--- config.mk ---
export PLATFORM = sky130hd
export DESIGN_NAME = key_matrix_press_decoder
export DESIGN_NICKNAME = d
export VERILOG_FILES = /design/src/sv/kmpd_pkg.sv /design/src/sv/kmpd_lookup.sv /design/src/sv/key_matrix_press_decoder.sv
export VERILOG_INCLUDE_DIRS = /design/src /design/src/sv
export SDC_FILE = /design/constraint.sdc
export NUM_CORES = 1
export LEC_CHECK = 0
export ABC_AREA = 1
export BUFFER_PORTS_ARGS = -buffer_cell sky130_fd_sc_hd__buf_2
export CAP_MARGIN = 40
export CORE_AREA = 5 5 102 123
export DETAILED_ROUTE_END_ITERATION = 10
export DIE_AREA = 0 0 107 128
export PLACE_DENSITY = 0.81
export RECOVER_POWER = 100
export SYNTH_ARGS = -nofsm -noshare
export SYNTH_HDL_FRONTEND = slang
export SYNTH_SLANG_ARGS = --single-unit
--- constraint.sdc ---
create_clock -name clock -period 9.5 [get_ports clock]
set_input_delay 0.95 -clock clock [delete_from_list [all_inputs] [get_ports clock]]
set_output_delay 0.95 -clock clock [all_outputs]
set_load 0.01 [all_outputs]
--- src/sv/key_matrix_press_decoder_assert.svh ---
// Assertion helpers for the key matrix press decoder.
// Both forms are disabled while reset is high.
`ifndef KEY_MATRIX_PRESS_DECODER_ASSERT_SVH
`define KEY_MATRIX_PRESS_DECODER_ASSERT_SVH

// Same-cycle implication.
`define KMPD_ASSERT_IMP(label, ante, cons) \
   label: assert property (@(posedge clock) disable iff (reset) (ante) |-> (cons)) \
      else $error("kmpd assertion failed");

// Next-cycle implication.
`define KMPD_ASSERT_NXT(label, ante, cons) \
   label: assert property (@(posedge clock) disable iff (reset) (ante) |=> (cons)) \
      else $error("kmpd assertion failed");

`endif

--- src/sv/kmpd_pkg.sv ---
// ----------------------------------------------------------------------------
// kmpd_pkg
// Shared types, matrix geometry and key code tables for the press decoder.
// ----------------------------------------------------------------------------
package kmpd_pkg;

   localparam int ROW_COUNT    = 6;
   localparam int COLUMN_COUNT = 10;
   localparam int KEY_COUNT    = ROW_COUNT * COLUMN_COUNT;
   localparam int KEY_IDX_W    = $clog2(KEY_COUNT);
   localparam int SHIFT_BIT    = 3;
   localparam int SYMBOL_BIT   = 4;
   localparam int CODE_W       = 8;

   typedef logic [KEY_COUNT-1:0] scan_type;
   typedef logic [CODE_W-1:0]    code_type;
   typedef logic [KEY_IDX_W-1:0] key_idx_type;

   localparam code_type NO_KEY_CODE = '0;

   // New presses of one scan, with the modifier state taken from that scan
   typedef struct packed {
      scan_type fresh;
      logic     shift;
      logic     symbol;
   } press_type;

   // Tables are row-major: index row*COLUMN_COUNT + col
   localparam code_type PLAIN_CODES [KEY_COUNT] = '{
      8'h31, 8'h32, 8'h33, 8'h34, 8'h35, 8'h36, 8'h37, 8'h38, 8'h39, 8'h30,
      8'h71, 8'h77, 8'h65, 8'h72, 8'h74, 8'h79, 8'h75, 8'h69, 8'h6f, 8'h70,
      8'h61, 8'h73, 8'h64, 8'h66, 8'h67, 8'h68, 8'h6a, 8'h6b, 8'h6c, 8'h08,
      8'h00, 8'h7a, 8'h78, 8'h63, 8'h76, 8'h62, 8'h6e, 8'h05, 8'h00, 8'h04,
      8'h00, 8'h0d, 8'h00, 8'h00, 8'h20, 8'h2c, 8'h2e, 8'h6d, 8'h02, 8'h03,
      8'hf0, 8'hf1, 8'hf2, 8'hf3, 8'hf4, 8'hf5, 8'hf6, 8'hf7, 8'hf8, 8'hf9
   };

   localparam code_type SHIFTED_CODES [KEY_COUNT] = '{
      8'h31, 8'h32, 8'h33, 8'h34, 8'h35, 8'h36, 8'h37, 8'h38, 8'h39, 8'h30,
      8'h51, 8'h57, 8'h45, 8'h52, 8'h54, 8'h59, 8'h55, 8'h49, 8'h4f, 8'h50,
      8'h41, 8'h53, 8'h44, 8'h46, 8'h47, 8'h48, 8'h4a, 8'h4b, 8'h4c, 8'h08,
      8'h00, 8'h5a, 8'h58, 8'h43, 8'h56, 8'h42, 8'h4e, 8'h05, 8'h00, 8'h04,
      8'h00, 8'h0d, 8'h00, 8'h00, 8'h5f, 8'h2c, 8'h2e, 8'h4d, 8'h02, 8'h03,
      8'hf0, 8'hf1, 8'hf2, 8'hf3, 8'hf4, 8'hf5, 8'hf6, 8'hf7, 8'hf8, 8'hf9
   };

   localparam code_type SYMBOL_CODES [KEY_COUNT] = '{
      8'h21, 8'h32, 8'h33, 8'h24, 8'h25, 8'h36, 8'h27, 8'h22, 8'h28, 8'h29,
      8'h71, 8'h77, 8'h65, 8'h72, 8'h74, 8'h79, 8'h75, 8'h69, 8'h5b, 8'h5d,
      8'h3d, 8'h2b, 8'h2d, 8'h66, 8'h67, 8'h68, 8'h6a, 8'h3a, 8'h3f, 8'h08,
      8'h00, 8'h7a, 8'h78, 8'h63, 8'h76, 8'h62, 8'h6e, 8'h05, 8'h00, 8'h04,
      8'h00, 8'h0d, 8'h00, 8'h00, 8'h01, 8'h3c, 8'h3e, 8'h6d, 8'h02, 8'h03,
      8'hf0, 8'hf1, 8'hf2, 8'hf3, 8'hf4, 8'hf5, 8'hf6, 8'hf7, 8'hf8, 8'hf9
   };

endpackage

--- src/sv/kmpd_lookup.sv ---
// ----------------------------------------------------------------------------
// kmpd_lookup
// Picks the last new press in column-major order and maps it to a key code.
// ----------------------------------------------------------------------------
module kmpd_lookup import kmpd_pkg::*; (
   input  press_type press,
   output code_type  key_code
);

   key_idx_type pick;
   logic        found;

   // Later bits overwrite earlier ones, so the last press in scan order wins
   always_comb begin
      pick  = '0;
      found = 1'b0;
      for (int col = 0; col < COLUMN_COUNT; col++) begin
         for (int row = 0; row < ROW_COUNT; row++) begin
            if (press.fresh[col*ROW_COUNT + row]) begin
               pick  = KEY_IDX_W'(row*COLUMN_COUNT + col);
               found = 1'b1;
            end
         end
      end
   end

   always_comb begin
      if (!found) begin
         key_code = NO_KEY_CODE;
      end else if (press.shift) begin
         key_code = SHIFTED_CODES[pick];
      end else if (press.symbol) begin
         key_code = SYMBOL_CODES[pick];
      end else begin
         key_code = PLAIN_CODES[pick];
      end
   end

endmodule

--- src/sv/key_matrix_press_decoder.sv ---
// An accepted scan's new presses are registered in the press stage, then its key code in the output stage.
// Throughput: one scan per cycle; a held result stalls only once the press stage is full.
// The priority pick and table lookup sit between these two registers.
// Reset clears the stored scan to no key down and empties both stages.
// ----------------------------------------------------------------------------
// key_matrix_press_decoder
// Edge-detects key matrix scans and, per scan, emits the code of its last new press or no key code.
// ----------------------------------------------------------------------------
`include "key_matrix_press_decoder_assert.svh"

module key_matrix_press_decoder import kmpd_pkg::*; (
   input  logic     clock,
   input  logic     reset,
   input  logic     req_valid,
   output logic     req_ready,
   input  scan_type req_key_matrix,
   output logic     rsp_valid,
   input  logic     rsp_ready,
   output code_type rsp_key_code
);

   localparam scan_type MODIFIER_MASK = scan_type'((1 << SHIFT_BIT) | (1 << SYMBOL_BIT));

   scan_type  prev_ff;
   scan_type  prev_in;
   press_type press_ff;
   press_type press_in;
   logic      press_valid_ff;
   logic      press_valid_in;
   logic      rsp_valid_ff;
   logic      rsp_valid_in;
   code_type  rsp_code_ff;
   code_type  rsp_code_in;
   code_type  lookup_code;
   logic      req_take;
   logic      out_free;
   logic      press_move;
   logic      fresh_modifier;

   assign out_free   = !rsp_valid_ff || rsp_ready;
   assign press_move = press_valid_ff && out_free;
   assign req_ready  = !press_valid_ff || out_free;
   assign req_take   = req_valid && req_ready;

   always_comb begin
      prev_in        = prev_ff;
      press_in       = press_ff;
      press_valid_in = press_valid_ff;
      if (req_take) begin
         prev_in        = req_key_matrix;
         press_in.fresh = req_key_matrix & ~prev_ff & ~MODIFIER_MASK;
         press_in.shift = req_key_matrix[SHIFT_BIT];
         press_in.symbol = req_key_matrix[SYMBOL_BIT];
         press_valid_in = 1'b1;
      end else if (press_move) begin
         press_valid_in = 1'b0;
      end
   end

   kmpd_lookup u_lookup (
      .press    (press_ff),
      .key_code (lookup_code)
   );

   always_comb begin
      rsp_valid_in = rsp_valid_ff;
      rsp_code_in  = rsp_code_ff;
      if (press_move) begin
         rsp_valid_in = 1'b1;
         rsp_code_in  = lookup_code;
      end else if (rsp_ready) begin
         rsp_valid_in = 1'b0;
      end
   end

   always_ff @(posedge clock) begin
      if (reset) begin
         prev_ff        <= '0;
         press_valid_ff <= 1'b0;
         rsp_valid_ff   <= 1'b0;
      end else begin
         prev_ff        <= prev_in;
         press_valid_ff <= press_valid_in;
         rsp_valid_ff   <= rsp_valid_in;
      end
   end

   // Payload registers: no reset
   always_ff @(posedge clock) begin
      press_ff    <= press_in;
      rsp_code_ff <= rsp_code_in;
   end

   assign rsp_valid    = rsp_valid_ff;
   assign rsp_key_code = rsp_code_ff;

   assign fresh_modifier = press_ff.fresh[SHIFT_BIT] || press_ff.fresh[SYMBOL_BIT];

   `KMPD_ASSERT_NXT(a_press_held_on_stall, press_valid_ff && rsp_valid_ff && !rsp_ready, press_valid_ff)
   `KMPD_ASSERT_NXT(a_press_reaches_output, press_move, rsp_valid_ff)
   `KMPD_ASSERT_IMP(a_ready_low_when_full, !req_ready, press_valid_ff && rsp_valid_ff && !rsp_ready)
   `KMPD_ASSERT_IMP(a_modifiers_never_fresh, press_valid_ff, !fresh_modifier)

endmodule
# Yosys cells after proc, flatten, opt, wreduce, memory -nomap -nowiden
# Memory sizes are Yosys's and may differ from the RTL's.
# Cells that the tools add are included.
# word_totals
ff_bits	130
n_memories	3
romBits	1536
inputBits	64
# mem_list
memory	words	width	rd	rd_clocked_by_memory_dff	write_ports	line	rtl
(name not given)	64	8	1	0	0	kmpd_lookup.sv:35	key_code = PLAIN_CODES[pick];
(name not given)	64	8	1	0	0	kmpd_lookup.sv:33	key_code = SYMBOL_CODES[pick];
(name not given)	64	8	1	0	0	kmpd_lookup.sv:31	key_code = SHIFTED_CODES[pick];
# classes
muxes	127
order_cmp	1
reduce_logical	8
n_bitwise	3
# op_table
op	n
6-bit two-way mux	55
8-bit two-way mux	8
1-bit two-way mux	62
60-bit AND	1
60-bit inverter	1
7-bit greater-or-equal comparator, second input constant	1
6-bit inverter with 7-bit output	1
5-bit two-way mux	1
4-bit two-way mux	1
2-bit nonzero test	2
1-bit logical AND	2
1-bit zero test	2
1-bit logical OR	2

# Depth between registers and ports, before layout
# logic_depth
word_depth	63
ltp_mapped	58

# Hierarchy
# From an unflattened synthesis, not the netlist that was laid out.
# unflattened
cells_unflattened	1046
area_unflattened_um2	7335.8
# modules_own_cells
module	area_per_inst_um2	instances	cells_per_inst	seq_area_each_um2
key_matrix_press_decoder	4981.0	1	519	3243.1
kmpd_lookup	2354.8	1	527	0.0

# Least setup slack after synthesis
# OpenSTA, ideal clock, no wires.
# synth_path
kind	register -> register
start	register press_ff[7] (netlist name)
end	register rsp_code_ff[5] (netlist: rsp_key_code[5]), data pin
path_buffers	0
path_slack_ps	5734
arrival_ps	3500
path_stages_with_launch	56
setup_time_ps	266
cell_sequence	edfxtp_1 -> inv_2 -> nand2_1 -> nand3_1 -> nand2_1 -> nand2_1 -> nand2_1 -> nand2_1 -> nand2_1 -> nand2_1 -> nand2_1 -> nand2_1 -> nand2_1 -> nand2_1 -> nand2_1 -> nand2_1 -> nand2_1 -> nand2_1 -> [... 20 more ...] -> nand2_1 -> nand2_1 -> nand2_1 -> nand2_1 -> nand2_1 -> nand2_1 -> nand2_2 -> nand2_4 -> nand2_4 -> ha_1 -> inv_1 -> nand2_1 -> nand2_1 -> o21ai_0 -> a21oi_1 -> nand2_1 -> nor2_1 -> nor2_1
# synth_via
elab_chain_len	61
elab_cells_between_ends	122
# synth_rtl
item	line	rtl
start, declared	key_matrix_press_decoder.sv:26	press_type press_ff;
start signal, assigned	key_matrix_press_decoder.sv:90	press_ff <= press_in;
6-bit two-way mux (55 in a row)	kmpd_lookup.sv:19	if (press.fresh[col*ROW_COUNT + row]) begin
6-bit inverter with 7-bit output (implied by the code)	kmpd_lookup.sv:31, kmpd_lookup.sv:33, kmpd_lookup.sv:35	
memory 64 x 8 bit (on tied branches)	-	
8-bit two-way mux (on tied branches) (2 in a row)	kmpd_lookup.sv:35, kmpd_lookup.sv:33	
8-bit two-way mux	kmpd_lookup.sv:32	end else if (press.symbol) begin
8-bit two-way mux	kmpd_lookup.sv:30	end else if (press.shift) begin
end signal, assigned	key_matrix_press_decoder.sv:91	rsp_code_ff <= rsp_code_in;
end, declared	key_matrix_press_decoder.sv:32	code_type rsp_code_ff;
# Several ways; a longest one is shown, not always the timed one. The select of a mux whose other input is x is not followed.
# A chain may end at the register's enable or synchronous reset.

# Final worst setup path
# layout_path
start	input rsp_ready
end	register prev_ff[53]
# layout_via
elab_chain_len	3
# layout_rtl
item	line	rtl
start, declared	key_matrix_press_decoder.sv:18	input logic rsp_ready,
1-bit logical OR	key_matrix_press_decoder.sv:40	assign out_free = !rsp_valid_ff || rsp_ready;
1-bit logical OR	key_matrix_press_decoder.sv:42	assign req_ready = !press_valid_ff || out_free;
1-bit logical AND	key_matrix_press_decoder.sv:43	assign req_take = req_valid && req_ready;
end signal, assigned	key_matrix_press_decoder.sv:82	prev_ff <= prev_in;
end, declared	key_matrix_press_decoder.sv:24	scan_type prev_ff;
# Every way passes these cells.

==> impl_metrics.toml <==
[finish]
fin_nets = 1004
diodes = 0
final_cell_mix = "nor2_1 (185), nand2_1 (163), inv_1 (141)"
finalCoreUtilization_pct = 67.0
drive_gt1_share_pct = 10.1
multiInputGateArea_mm2 = 0.00269
regArea_mm2 = 0.00324
layout_commonest_cell = "nor2_1"
synthToLayoutAreaGrowth_pct = 14.6
instances_no_fill = 1081
n_fill_cell = 961

[logic_synthesis]
synth_seq_cells = 128
avgSynthCellArea_um2 = 7.60
async_reset_ff_share_pct = 0
postSynthCellCount = 869
yosys_warnings = 0
synth_edf_count = 68
ys_top_cells_by_area = "edfxtp_1 (31%), dfxtp_1 (18%), nor2_1 (11%), nand2_1 (9.1%), inv_1 (8.0%)"
ys_seq_area_share_pct = 49.1
synth_flop_cell = "edfxtp_1"
synth_fp_nets = 939
synth_top_area_share_pct = 30.9
synthesis.area_mm2 = 0.00660
synth_area_leader_cell = "edfxtp_1"
synth_cell_types = 33

[clock_tree]
clk_latency_ns = 0.40
clk_pin_slew_ns = 0.06
cts_resized = 0
cts_sinks = 128
cts_setup_buffers = 0
htreeDepth = 4
cts_tree = "done"
cts_hold_buf = 0
numCtsBuffers = 17
root_buffer = "clkbuf_16"
clockBufferDepth = 2

[worst_setup_path]
crit_path_start_kind = "primary input"
cp.arrival_ns = 6.11
crit_fanout = 90
path_class = "in -> reg"
crit_path_start = "rsp_ready"
end_kind = "flip-flop"
crit_required_ns = 9.59
rr_startpoint = "rsp_valid"

[placed_design]
port-buffer-count = 73
dp_worst_setup_slack_ns = 5.04
hpwlAfterDp_mm = 9.95
dpl.cell_count = 1050
gp_congestion = 0.990

[global_route]
grt_max_degree = 91
grt_overflow = 0
antenna_found_initial = 0
grt_usage_pct = 21.8
grt_first_pass_wirelength_mm = 23.8
grt_pass1_vias = 5253

[sta]
finalSetupViolations = 0
setup_tns_ns = 0
hold_viol_final = 0
maxSlewViolCount = 179
finalCritPeriodShare_pct = 63.4
clock_skew_ns = 0.00742
fmax_ghz = 0.166
fin_ws_ns = 3.48
worstMarginPinSlew_ns = 3.74
fin_crit_ns = 6.02
rsz0062_at_grt = "no"
slew_headroom_pct = -150

[drt]
totalWireLength_mm = 14.5
wl_per_cell_um = 13.4
drc_errors = 0
ant_nets = 0
firstDrtPassIters = 6
drt_iter0_markers = 411
via_count = 5717
vias_per_cell = 5.29

[power_and_ir_drop]
ir_drop_mv = 0.135
power-per-cell-area_mw_per_mm2 = 193
leakage_nw = 3.56
total_power_mw = 1.46

[flow_run]
drv_cap = 2

[die]
io_pins = 74
coreArea_mm2 = 0.0113
core.rowCount = 43
start_util_pct = 58.4
die_y_um = 128
die_w_um = 107
die_area_mm2 = 0.0137

[worst_hold_path]
hold_start = "press_valid_ff"
min_path_type = "reg -> reg"

[status]
status = "finished, violations left"
violations = "max-capacitance violations, max-slew violations"
## sequential cells by signal, summed over array words and instances, names as in the netlist
name and cells:
press_valid_ff 1, rsp_valid 1, prev_ff 58, press_ff 60, rsp_key_code 8
## per-layer routing
metal / wire [µm] / global-route usage, % / vias up
met3: 751 / 4.38 / 38
met1: 6280 / 26.9 / 2516
li1: - / - / 2973
met2: 6990 / 36.4 / 190
met4: 453 / 10.6 / 0
met5: 0 / 0 / -
## critical path, cell delays in order
cell        delay (ns)
buf_2             0.07
inv_1             0.05
nand3_1           0.10
nand2_1           0.09
clkinvlp_2        1.76
clkbuf_1          2.75
a211oi_1          0.26
## layout make-up
cell class / count / area share [%]
Multi-Input combinational cell: 569 / 35.5
Clock buffer: 22 / 6.28
Inverter: 143 / 7.11
Tap cell: 135 / 2.23
Timing Repair Buffer: 75 / 4.94
Sequential cell: 128 / 42.8
Clock inverter: 9 / 1.09
## worst paths after layout
path	cells after the start	slack, ns	end
max	7	3.48	prev_ff[53]
min	2	0.48	rsp_valid
max reg2reg	5	3.80	prev_ff[53]
min reg2reg	2	0.48	rsp_valid
## through the flow
step | area, µm² | hold WS, ns
2_1_floorplan | 6600 | 0.451
3_3_place_gp | 7030 | 0.464
3_5_place_dp | 7050 | 0.475
4_1_cts | 7610 | 0.487
5_1_grt | 7570 | 0.504
6_report | 7570 | 0.483
## synth_stat cells (7+ instances only)
library cell / n
a211oi_1: 59
clkbuf_1: 20
nand3_1: 46
nand2_1: 160
dfxtp_1: 60
a21oi_1: 32
nor2_1: 185
o21ai_0: 23
buf_2: 7
nor3_1: 12
edfxtp_1: 68
inv_1: 140
## where the power goes
group / leakage, nW / switching (mW) / internal [mW]
clock: 0.273 / 0.231 / 0.380
sequential: 1.17 / 0.0250 / 0.631
combinational: 2.12 / 0.123 / 0.0683
total: 3.56 / 0.379 / 1.08
## logic make-up (layout without fill, tap and decap cells)
group / count (synthesis) / in the layout / synth area share (%)
AOI/OAI and AO/OA: 139 / 139 / 13.5
adders and majority gates: 6 / 6 / 1.14
DFF: 128 / 128 / 49.1
and+or+nand+nor: 424 / 424 / 26.3
buffers and inverters: 172 / 249 / 9.91
(Power assumes the default switching activity.)
